### config.mk
export PLATFORM = sky130hd
export DESIGN_NAME = i2c_master_bit_engine
export DESIGN_NICKNAME = d
export VERILOG_FILES = /design/src/hdl/i2cbe_pkg.sv /design/src/hdl/i2cbe_seq.sv /design/src/hdl/i2c_master_bit_engine.sv
export SDC_FILE = /design/constraint.sdc
export NUM_CORES = 1
export LEC_CHECK = 0
export BUFFER_PORTS_ARGS = -buffer_cell sky130_fd_sc_hd__buf_4
export CELL_PAD_IN_SITES_DETAIL_PLACEMENT = 1
export CELL_PAD_IN_SITES_GLOBAL_PLACEMENT = 1
export CORE_UTILIZATION = 30
export CTS_CLUSTER_SIZE = 25
export DETAILED_ROUTE_END_ITERATION = 6
export GPL_ROUTABILITY_DRIVEN = 0
export PLACE_DENSITY = 0.71
export SYNTH_ARGS = -nofsm -noshare
export SYNTH_HDL_FRONTEND = slang
export SYNTH_HIERARCHICAL = 1
export SYNTH_SLANG_ARGS = --single-unit
### constraint.sdc
create_clock -name clk -period 5.8 [get_ports clk]
set_input_delay 0.87 -clock clk [delete_from_list [all_inputs] [get_ports clk]]
set_output_delay 0.87 -clock clk [all_outputs]
set_load 0.005 [all_outputs]
### src/hdl/i2cbe_pkg.sv
// Shared types and command codes for the I2C master bit engine.
package i2cbe_pkg;

    localparam logic [1:0] OP_START = 2'd0;
    localparam logic [1:0] OP_STOP  = 2'd1;
    localparam logic [1:0] OP_WRITE = 2'd2;
    localparam logic [1:0] OP_READ  = 2'd3;

    localparam int ITEM_BYTES   = 2;
    localparam int RESULT_BYTES = 2;

    typedef struct packed {
        logic       sda_sample;
        logic       send_nack;
        logic [7:0] write_byte;
        logic [1:0] op;
        logic       kind;
    } item_t;

    typedef struct packed {
        logic       rejected;
        logic       busy_res;
        logic       nack_seen;
        logic [7:0] read_byte;
        logic       done_res;
        logic       sda_release;
        logic       scl_level;
    } result_t;

endpackage

### src/hdl/i2cbe_seq.sv
// Phase sequencer: holds the bus state and computes the result of each item.
module i2cbe_seq
    import i2cbe_pkg::*;
(
    input  logic        clk,
    input  logic        rst_n,
    input  logic        step,
    input  item_t       item,
    input  logic [15:0] phase_ticks,
    output result_t     res
);

    localparam logic [4:0] PH_IDLE   = 5'd0;
    localparam logic [4:0] PH_ST_A   = 5'd1;
    localparam logic [4:0] PH_ST_B   = 5'd2;
    localparam logic [4:0] PH_SP_A   = 5'd3;
    localparam logic [4:0] PH_SP_B   = 5'd4;
    localparam logic [4:0] PH_WR_PRE = 5'd5;
    localparam logic [4:0] PH_WR_DAT = 5'd6;
    localparam logic [4:0] PH_WR_HI  = 5'd7;
    localparam logic [4:0] PH_WR_LO  = 5'd8;
    localparam logic [4:0] PH_WA_HI  = 5'd9;
    localparam logic [4:0] PH_WA_LO  = 5'd10;
    localparam logic [4:0] PH_NK_A   = 5'd11;
    localparam logic [4:0] PH_NK_B   = 5'd12;
    localparam logic [4:0] PH_RD_HI  = 5'd13;
    localparam logic [4:0] PH_RD_LO  = 5'd14;
    localparam logic [4:0] PH_RA_LO  = 5'd15;
    localparam logic [4:0] PH_RA_DAT = 5'd16;
    localparam logic [4:0] PH_RA_HI  = 5'd17;

    logic [4:0]  phase_reg, phase_next;
    logic [3:0]  bit_count_reg, bit_count_next;
    logic [7:0]  shift_reg, shift_next;
    logic [15:0] tick_count_reg, tick_count_next;
    logic        ack_reg, ack_next;
    logic        nack_reg, nack_next;
    logic        scl_reg, scl_next;
    logic        sda_reg, sda_next;
    logic [7:0]  got_byte_reg, got_byte_next;

    logic [15:0] len;
    logic [16:0] tick_inc;
    logic        done;
    logic        rej;

    assign len      = (phase_ticks == 16'd0) ? 16'd1 : phase_ticks;
    assign tick_inc = {1'b0, tick_count_reg} + 17'd1;

    always_comb
    begin
        phase_next      = phase_reg;
        bit_count_next  = bit_count_reg;
        shift_next      = shift_reg;
        tick_count_next = tick_count_reg;
        ack_next        = ack_reg;
        nack_next       = nack_reg;
        scl_next        = scl_reg;
        sda_next        = sda_reg;
        got_byte_next   = got_byte_reg;
        done            = 1'b0;
        rej             = 1'b0;
        if (item.kind)
        begin
            if (phase_reg != PH_IDLE)
            begin
                rej = 1'b1;
            end
            else
            begin
                tick_count_next = 16'd0;
                bit_count_next  = 4'd0;
                unique case (item.op)
                    OP_START:
                    begin
                        phase_next = PH_ST_A;
                        scl_next   = 1'b1;
                        sda_next   = 1'b1;
                    end
                    OP_STOP:
                    begin
                        phase_next = PH_SP_A;
                        scl_next   = 1'b0;
                        sda_next   = 1'b0;
                    end
                    OP_WRITE:
                    begin
                        phase_next = PH_WR_PRE;
                        scl_next   = 1'b0;
                        shift_next = item.write_byte;
                        nack_next  = 1'b0;
                    end
                    default:
                    begin
                        phase_next = PH_RD_HI;
                        scl_next   = 1'b1;
                        sda_next   = 1'b1;
                        shift_next = 8'd0;
                        ack_next   = item.send_nack;
                    end
                endcase
            end
        end
        else if (phase_reg != PH_IDLE)
        begin
            if (tick_inc >= {1'b0, len})
            begin
                tick_count_next = 16'd0;
                unique case (phase_reg)
                    PH_ST_A:
                    begin
                        phase_next = PH_ST_B;
                        sda_next   = 1'b0;
                    end
                    PH_ST_B:
                    begin
                        scl_next   = 1'b0;
                        phase_next = PH_IDLE;
                        done       = 1'b1;
                    end
                    PH_SP_A:
                    begin
                        phase_next = PH_SP_B;
                        scl_next   = 1'b1;
                    end
                    PH_SP_B, PH_NK_B:
                    begin
                        sda_next   = 1'b1;
                        phase_next = PH_IDLE;
                        done       = 1'b1;
                    end
                    PH_WR_PRE, PH_WR_LO:
                    begin
                        if (bit_count_reg[3])
                        begin
                            phase_next = PH_WA_HI;
                            sda_next   = 1'b1;
                            scl_next   = 1'b1;
                        end
                        else
                        begin
                            phase_next = PH_WR_DAT;
                            sda_next   = shift_reg[7];
                            scl_next   = 1'b0;
                        end
                    end
                    PH_WR_DAT, PH_RA_DAT:
                    begin
                        phase_next = (phase_reg == PH_WR_DAT) ? PH_WR_HI : PH_RA_HI;
                        scl_next   = 1'b1;
                    end
                    PH_WR_HI:
                    begin
                        phase_next     = PH_WR_LO;
                        scl_next       = 1'b0;
                        shift_next     = {shift_reg[6:0], 1'b0};
                        bit_count_next = bit_count_reg + 4'd1;
                    end
                    PH_WA_HI:
                    begin
                        scl_next = 1'b0;
                        if (item.sda_sample)
                        begin
                            nack_next  = 1'b1;
                            phase_next = PH_NK_A;
                            sda_next   = 1'b0;
                        end
                        else
                        begin
                            phase_next = PH_WA_LO;
                        end
                    end
                    PH_WA_LO:
                    begin
                        phase_next = PH_IDLE;
                        done       = 1'b1;
                    end
                    PH_NK_A:
                    begin
                        phase_next = PH_NK_B;
                        scl_next   = 1'b1;
                    end
                    PH_RD_HI:
                    begin
                        shift_next     = {shift_reg[6:0], item.sda_sample};
                        bit_count_next = bit_count_reg + 4'd1;
                        phase_next     = PH_RD_LO;
                        scl_next       = 1'b0;
                    end
                    PH_RD_LO:
                    begin
                        if (bit_count_reg[3])
                        begin
                            got_byte_next = shift_reg;
                            phase_next    = PH_RA_LO;
                        end
                        else
                        begin
                            phase_next = PH_RD_HI;
                            scl_next   = 1'b1;
                        end
                    end
                    PH_RA_LO:
                    begin
                        phase_next = PH_RA_DAT;
                        sda_next   = ack_reg;
                    end
                    PH_RA_HI:
                    begin
                        scl_next   = 1'b0;
                        phase_next = PH_IDLE;
                        done       = 1'b1;
                    end
                    default:
                    begin
                        phase_next = PH_IDLE;
                    end
                endcase
            end
            else
            begin
                tick_count_next = tick_inc[15:0];
            end
        end
    end

    always_ff @(posedge clk or negedge rst_n)
    begin
        if (!rst_n)
        begin
            phase_reg      <= PH_IDLE;
            bit_count_reg  <= 4'd0;
            shift_reg      <= 8'd0;
            tick_count_reg <= 16'd0;
            ack_reg        <= 1'b0;
            nack_reg       <= 1'b0;
            scl_reg        <= 1'b1;
            sda_reg        <= 1'b1;
            got_byte_reg   <= 8'd0;
        end
        else if (step)
        begin
            phase_reg      <= phase_next;
            bit_count_reg  <= bit_count_next;
            shift_reg      <= shift_next;
            tick_count_reg <= tick_count_next;
            ack_reg        <= ack_next;
            nack_reg       <= nack_next;
            scl_reg        <= scl_next;
            sda_reg        <= sda_next;
            got_byte_reg   <= got_byte_next;
        end
    end

    assign res.scl_level   = scl_next;
    assign res.sda_release = sda_next;
    assign res.done_res    = done;
    assign res.read_byte   = got_byte_next;
    assign res.nack_seen   = nack_next;
    assign res.busy_res    = (phase_next != PH_IDLE);
    assign res.rejected    = rej;

endmodule

### src/hdl/i2c_master_bit_engine.sv
// Top level of the I2C master bit engine: stream ports, APB register, result register.
//
// Usage:
//   Input stream (s_*): one transfer per item. s_tuser is the kind: 0 is a time
//   tick, 1 is a command. s_tdata carries the command and the sampled SDA level.
//   Output stream (m_*): exactly one result transfer per input transfer, in order,
//   with the SCL and SDA pin levels, completion, received byte and status flags.
//   APB port: register phase_ticks at byte address 0 (tick items per pin phase,
//   0 acts as 1); pready is always high, reads at address 0 return the register.
//   Output: a result appears on m_tvalid in the cycle after its input transfer.
//   Throughput: one item per cycle while m_tready keeps s_tready high; the sequencer
//   advances at most one phase per tick and its whole update sits between the input
//   transfer and the result register.
//   Stall: while a result waits on m_tready low, s_tready drops; the output
//   register holds and no state moves. s_tready returns as the result is taken.
//   Reset: both lines released, sequencer idle, phase_ticks 1, no result pending.
module i2c_master_bit_engine
    import i2cbe_pkg::*;
(
    input  logic                      clk,
    input  logic                      rst_n,
    input  logic                      s_tvalid,
    output logic                      s_tready,
    // [1:0] op, [9:2] write_byte, [10] send_nack, [11] sda_sample
    input  logic [8*ITEM_BYTES-1:0]   s_tdata,
    // [0] kind
    input  logic                      s_tuser,
    output logic                      m_tvalid,
    input  logic                      m_tready,
    // [0] scl_level, [1] sda_release, [2] done_res, [10:3] read_byte,
    // [11] nack_seen, [12] busy_res, [13] rejected
    output logic [8*RESULT_BYTES-1:0] m_tdata,
    input  logic                      psel,
    input  logic                      penable,
    input  logic                      pwrite,
    input  logic [2:0]                paddr,
    input  logic [31:0]               pwdata,
    output logic [31:0]               prdata,
    output logic                      pready
);

    localparam int ItemBits   = $bits(item_t);
    localparam int ResultBits = $bits(result_t);

    logic        step;
    item_t       item;
    result_t     res;
    logic [15:0] phase_ticks_reg;
    logic        m_valid_reg;
    result_t     m_data_reg;
    logic        reg_sel;

    assign s_tready = !m_valid_reg || m_tready;
    assign step     = s_tvalid && s_tready;
    assign item     = {s_tdata[ItemBits-2:0], s_tuser};

    i2cbe_seq u_seq (
        .clk         (clk),
        .rst_n       (rst_n),
        .step        (step),
        .item        (item),
        .phase_ticks (phase_ticks_reg),
        .res         (res)
    );

    assign pready  = 1'b1;
    assign reg_sel = (paddr[2] == 1'b0);
    assign prdata  = reg_sel ? {16'd0, phase_ticks_reg} : 32'd0;

    always_ff @(posedge clk or negedge rst_n)
    begin
        if (!rst_n)
        begin
            phase_ticks_reg <= 16'd1;
        end
        else if (psel && penable && pwrite && reg_sel)
        begin
            phase_ticks_reg <= pwdata[15:0];
        end
    end

    always_ff @(posedge clk or negedge rst_n)
    begin
        if (!rst_n)
        begin
            m_valid_reg <= 1'b0;
        end
        else if (s_tready)
        begin
            m_valid_reg <= s_tvalid;
        end
    end

    always_ff @(posedge clk)
    begin
        if (step)
        begin
            m_data_reg <= res;
        end
    end

    assign m_tvalid = m_valid_reg;
    assign m_tdata  = {{(8*RESULT_BYTES-ResultBits){1'b0}}, m_data_reg};

endmodule

=== Word level (Yosys, flattened, before mapping) ===
Cells that the tools add are included.

* Flip-flop bits (word level): 76
* Bits of input ports: 59
* Output and inout port bits: 51
* Logic and storage cells: 132

* $add $sub $neg: 2
* $lt $le $gt $ge: 1
* Eq/ne operators: 21
* Muxes and demuxes: 57
* Bitwise operators: 4
* Reductions and logical operators: 29

{| class="wikitable"
|+ Operators by type and width
! operator !! number
|-
| two-way mux 16 bit || 6
|-
| two-way mux 8 bit || 9
|-
| case mux 5 bit (10 select lines) || 1
|-
| equality test 5 x 4 -> 1 bit (second input constant) || 8
|-
| case mux 8 bit (2 select lines) || 2
|-
| two-way mux 5 bit || 5
|-
| two-way mux 4 bit || 6
|-
| two-way mux 1 bit || 23
|-
| equality test 5 x 3 -> 1 bit (second input constant) || 4
|-
| adder 16 x 1 -> 17 bit (second input constant) || 1
|-
| >= comparator 17 x 16 -> 1 bit || 1
|-
| logical NOT 16 bit || 1
|-
| case mux 4 bit (3 select lines) || 1
|-
| OR reduction 2 bit || 6
|-
| equality test 5 x 2 -> 1 bit (second input constant) || 2
|-
| equality test 5 bit (second input constant) || 2
|-
| nonzero test 5 bit || 2
|-
| OR reduction 5 bit || 2
|-
| AND reduction 6 bit || 1
|-
| nonzero test 2 bit || 3
|-
| OR reduction 3 bit || 2
|-
| equality test 5 x 1 -> 1 bit (second input constant) || 1
|-
| case mux 1 bit (5 select lines) || 1
|-
| AND reduction 5 bit || 1
|-
| other kinds (17) || 23
|}

=== Depth between registers and ports, before layout ===
* Depth after elaboration: 7
* Depth in mapped cells: 14
* Depth with buffers taken out: 13

=== Hierarchy ===
The synthesis kept the hierarchy.

{| class="wikitable"
|+ Modules (own cells, without submodules)
! module !! instances !! cells each !! area each (µm²) !! seq. area each (µm²)
|-
| i2cbe_seq || 1 || 401 || 3698.5 || 1128.6
|-
| i2c_master_bit_engine || 1 || 90 || 1380.1 || 847.1
|}

=== Worst setup path after synthesis ===
No wires, ideal clock.

* Kind: reg-to-reg
* From: reg u_seq.tick_count_reg[0]
* To: reg m_data_reg, in the netlist m_tdata[0] (data pin)
* Library setup time: 0.251 ns
* Arrival: 3.009 ns
* Required time: 5.549 ns
* Path slack: 2.540 ns
* Cell stages (with the launch flop): 15
* Path through: dfrtp_1 ha_1 and4_4 nand4_1 xnor2_1 ha_1 and4_1 nand2_1 nor4_1 o21ai_1 buf_2 and2_4 o41ai_1 nor2_1 buf_4

* Cells in the longest elaborated chain, start to end: 5

{| class="wikitable"
|+ RTL lines
! item !! line !! source
|-
| start: declaration || i2cbe_seq.sv:35 || <nowiki>logic [15:0] tick_count_reg, tick_count_next;</nowiki>
|-
| start signal: assignment || i2cbe_seq.sv:246 || <nowiki>tick_count_reg <= tick_count_next;</nowiki>
|-
| adder 16 x 1 -> 17 bit || i2cbe_seq.sv:48 || <nowiki>assign tick_inc = {1'b0, tick_count_reg} + 17'd1;</nowiki>
|-
| >= comparator 17 x 16 -> 1 bit || i2cbe_seq.sv:106 || <nowiki>if (tick_inc >= {1'b0, len})</nowiki>
|-
| two-way mux 1 bit || i2cbe_seq.sv:106 ||
|-
| two-way mux 1 bit || i2cbe_seq.sv:104 || <nowiki>else if (phase_reg != PH_IDLE)</nowiki>
|-
| two-way mux 1 bit || i2cbe_seq.sv:63 || <nowiki>if (item.kind)</nowiki>
|-
| net u_seq.scl_next || i2cbe_seq.sv:38 || <nowiki>logic scl_reg, scl_next;</nowiki>
|-
| end signal: assignment || i2c_master_bit_engine.sv:98 || <nowiki>m_data_reg <= res;</nowiki>
|-
| end: declaration || i2c_master_bit_engine.sv:50 || <nowiki>result_t m_data_reg;</nowiki>
|}

The timed path passes the listed nets, and every way through them passes these cells.
A chain may end at the register's enable or synchronous reset.

=== Worst setup path after layout ===
* From: reg u_seq.tick_count_reg[2]
* To: reg u_seq.tick_count_reg[13]

* Cells in the longest elaborated chain, start to end: 5

{| class="wikitable"
|+ RTL lines
! item !! line
|-
| adder 16 x 1 -> 17 bit (*) || i2cbe_seq.sv:48
|-
| >= comparator 17 x 16 -> 1 bit || i2cbe_seq.sv:106
|-
| two-way mux 16 bit (*) || i2cbe_seq.sv:106
|-
| two-way mux 16 bit (*) || i2cbe_seq.sv:104
|-
| two-way mux 16 bit (*) || i2cbe_seq.sv:63
|}

Every way passes the cells marked *; elsewhere a longest branch is shown, timed or not. The select of a mux whose other input is x is not followed.

==> impl_metrics.env <==
export IMPL_synth_top_family_by_area="simple AND/OR/NAND/NOR gates"
export IMPL_synthXorXnorAreaFrac=0.0310
export IMPL_rsz0062_at_grt="false"
export IMPL_critical_path_required_ns=6.07
export IMPL_muxShareOfSynthArea=0.122
export IMPL_critPathMaxStageDelay_ns=0.78
export IMPL_status="finished, final reports clean"
export IMPL_cts_buffer_depth=2
export IMPL_critPathBufInv=0
export IMPL_path_cells="nand2_1 -> nor2_1 -> and3_1 -> nand3_1 -> xnor2_1 -> ha_1 -> a21oi_1 -> nand3_1 -> a311oi_4 -> and4_1 -> a21oi_1 -> a31oi_1"
export IMPL_synth_edf_count=14
export IMPL_die_area_um2=17500
export IMPL_route_vias_total=3913
export IMPL_start_util=0.306
export IMPL_fin_area_um2=5950
export IMPL_root_buffer="clkbuf_16"
export IMPL_post_synth_top_area_cell="dfrtp_1"
export IMPL_ys_warn_count=6
export IMPL_drc=0
export IMPL_grt_use_total=0.156
export IMPL_drtAntennaViolNets=0
export IMPL_synth_top_cell_area_share=0.291
export IMPL_grt_max_degree=63
export IMPL_hold_buffers=0
export IMPL_wl_per_cell_um=16.9
export IMPL_synth_cells=491
export IMPL_syn_to_final_growth_pct=17.2
export IMPL_yosysMostFrequentCell="dfrtp_1"
export IMPL_hpwl_um=9020
export IMPL_drtIter0Drc=228
export IMPL_rows=47
export IMPL_cts_sinks=76
export IMPL_worstMarginPinSlew_ns=0.836
export IMPL_holdWs_ns=0.510
export IMPL_synth_area_top_cells="dfrtp_1, edfxtp_1, mux2_4, ha_1, buf_4"
export IMPL_synth_compound_area_frac=0.153
export IMPL_cts_tree="done"
export IMPL_finClkSkew_ns=0.0114
export IMPL_path_clk_slew_ns=0.06
export IMPL_postSynth_asyncResetShare=0.816
export IMPL_finalSetupViolCount=0
export IMPL_cp_end_kind="register"
export IMPL_synthDistinctLibCells=68
export IMPL_synth_area_per_cell_um2=10.3
export IMPL_slowest_stage="and4_1"
export IMPL_htree_levels=3
export IMPL_slew_headroom=0.443
export IMPL_cts_resized=0
export IMPL_cp_max_fo=19
export IMPL_irDropWorstVdd_uv=149
export IMPL_die_y_um=132
export IMPL_grt_pass1_wl_um=21700
export IMPL_nFillCells=1909
export IMPL_synth_cell_area_um2=5080
export IMPL_io_buffers=68
export IMPL_slew_viol_final=0
export IMPL_diodes=0
export IMPL_drv_cap=0
export IMPL_io_pins=110
export IMPL_cp_start_kind="register"
export IMPL_yosys_top_cells_count="dfrtp_1, nand2_1, inv_1"
export IMPL_hold_viol_final=0
export IMPL_p_leak_nw=2.74
export IMPL_insertion_delay_ns=0.36
export IMPL_grt_antenna_before_repair=0
export IMPL_wirelength_um=12900
export IMPL_min_path_type="reg -> reg"
export IMPL_yosys_register_bits=76
export IMPL_fin_crit_ns=4.04
export IMPL_fmax_mhz=247
export IMPL_drive_gt1_frac=0.263
export IMPL_ys_seq_area_frac=0.389
export IMPL_drt_first_pass_iters=5
export IMPL_cts_buffers=9
export IMPL_first_global_vias=4250
export IMPL_grt_overflow=0
export IMPL_core_area_um2=16600
export IMPL_postCtsSetupBuffers=0
export IMPL_die_x_um=132
export IMPL_num_nets_final=623
export IMPL_power_density_nw_per_um2=293
export IMPL_vias_per_cell=5.13
export IMPL_worstPathArrival_ns=4.32
export IMPL_synthAdderAreaFrac=0.0641
export IMPL_synthSimpleGateAreaFrac=0.156
export IMPL_critical_path_class="reg -> reg"
export IMPL_setup_tns_ns=0
export IMPL_cp_top_family="simple AND/OR/NAND/NOR gates"
export IMPL_fin_crit_sh=0.697
export IMPL_synthFlopType="dfrtp_1"
export IMPL_placed_area_um2=5620
## cell usage in the layout (no fill, tap or decap), types with 3 or more instances in the layout
cell type  count
a211oi_1       4
nand2b_1       8
mux2i_1        5
and4_4         3
inv_1         27
inv_6          3
ha_1          26
o21ai_0       15
nand4_1       10
xor2_1         3
and4_1         3
nor4_1         5
nand2_1       30
nand3b_1       3
a22oi_1        4
nor2b_1       15
a211o_1        3
and2b_1        6
edfxtp_1      14
dfrtp_1       59
nand3_1       15
clkbuf_16      9
xnor2_1       15
buf_4         70
and3_1         3
a31oi_1        7
a21oi_1       18
mux2_2        16
nor3_1        11
nor2_1        16
mux2_4        26
conb_1        19
and2_1         6
o211ai_1       4
dfstp_2        3
a22o_1        20
## cell type report
type / count / area, um2 / area share
inverters: 27 / 101 / 0.0170
flip-flops and latches: 76 / 1980 / 0.332
repair buffers: 70 / 526 / 0.0883
clock inverters: 7 / 105 / 0.0177
clock buffers: 9 / 225 / 0.0378
well taps: 220 / 275 / 0.0462
multi-input cells: 354 / 2740 / 0.461
## routing by layer
metal  vias to the layer above  global-route usage  part of all wire
met5                         -                   0                 0
met4                         0              0.0459             0.011
met3                        13              0.0427             0.045
met2                       104               0.273              0.51
met1                      1963               0.187              0.43
li1                       1833                   -                 -
## stage by stage
step / util / setup slack, ns / power (W) / cells
3_5_place_dp: 0.339 / 1.79 / 0.00111 / 747
5_1_grt: 0.359 / 1.46 / 0.00184 / 763
3_3_place_gp: 0.339 / 1.87 / 0.00109 / 747
2_1_floorplan: - / 2.54 / 0.000983 / 508
6_report: 0.359 / 1.76 / 0.00174 / 763
4_1_cts: 0.359 / 1.76 / 0.00176 / 763
## power breakdown
group | switching, W | internal, W | total [W] | leakage, nW
logic | 0.000188 | 0.000198 | 0.000387 | 1.68
registers | 0.000114 | 0.000606 | 0.000720 | 0.911
clock network | 0.000250 | 0.000384 | 0.000635 | 0.159
## final timing paths
check                                        start                        to  slack [ns]  cells past startpoint
min in group asynchronous                    rst_n        phase_ticks_reg[1]        0.62                      1
min reg2reg                  u_seq/got_byte_reg[3]     u_seq/got_byte_reg[3]        0.51                      1
min                          u_seq/got_byte_reg[3]     u_seq/got_byte_reg[3]        0.51                      1
max                        u_seq/tick_count_reg[2]  u_seq/tick_count_reg[13]        1.76                     12
max reg2reg                u_seq/tick_count_reg[2]  u_seq/tick_count_reg[13]        1.76                     12
max in group asynchronous                    rst_n        u_seq/shift_reg[2]        4.64                      1
## cells by family (layout without fill, tap and decap cells)
| logic type | Yosys count | count (layout) |
|---|---|---|
| buf+inv | 78 | 113 |
| mux | 47 | 47 |
| other cells | 2 | 19 |
| xor+xnor | 18 | 18 |
| compound gates | 103 | 103 |
| fa+ha+maj | 26 | 26 |
| flops | 76 | 76 |
| simple gates | 141 | 141 |
Note: power is estimated with default switching activity, not from simulation.
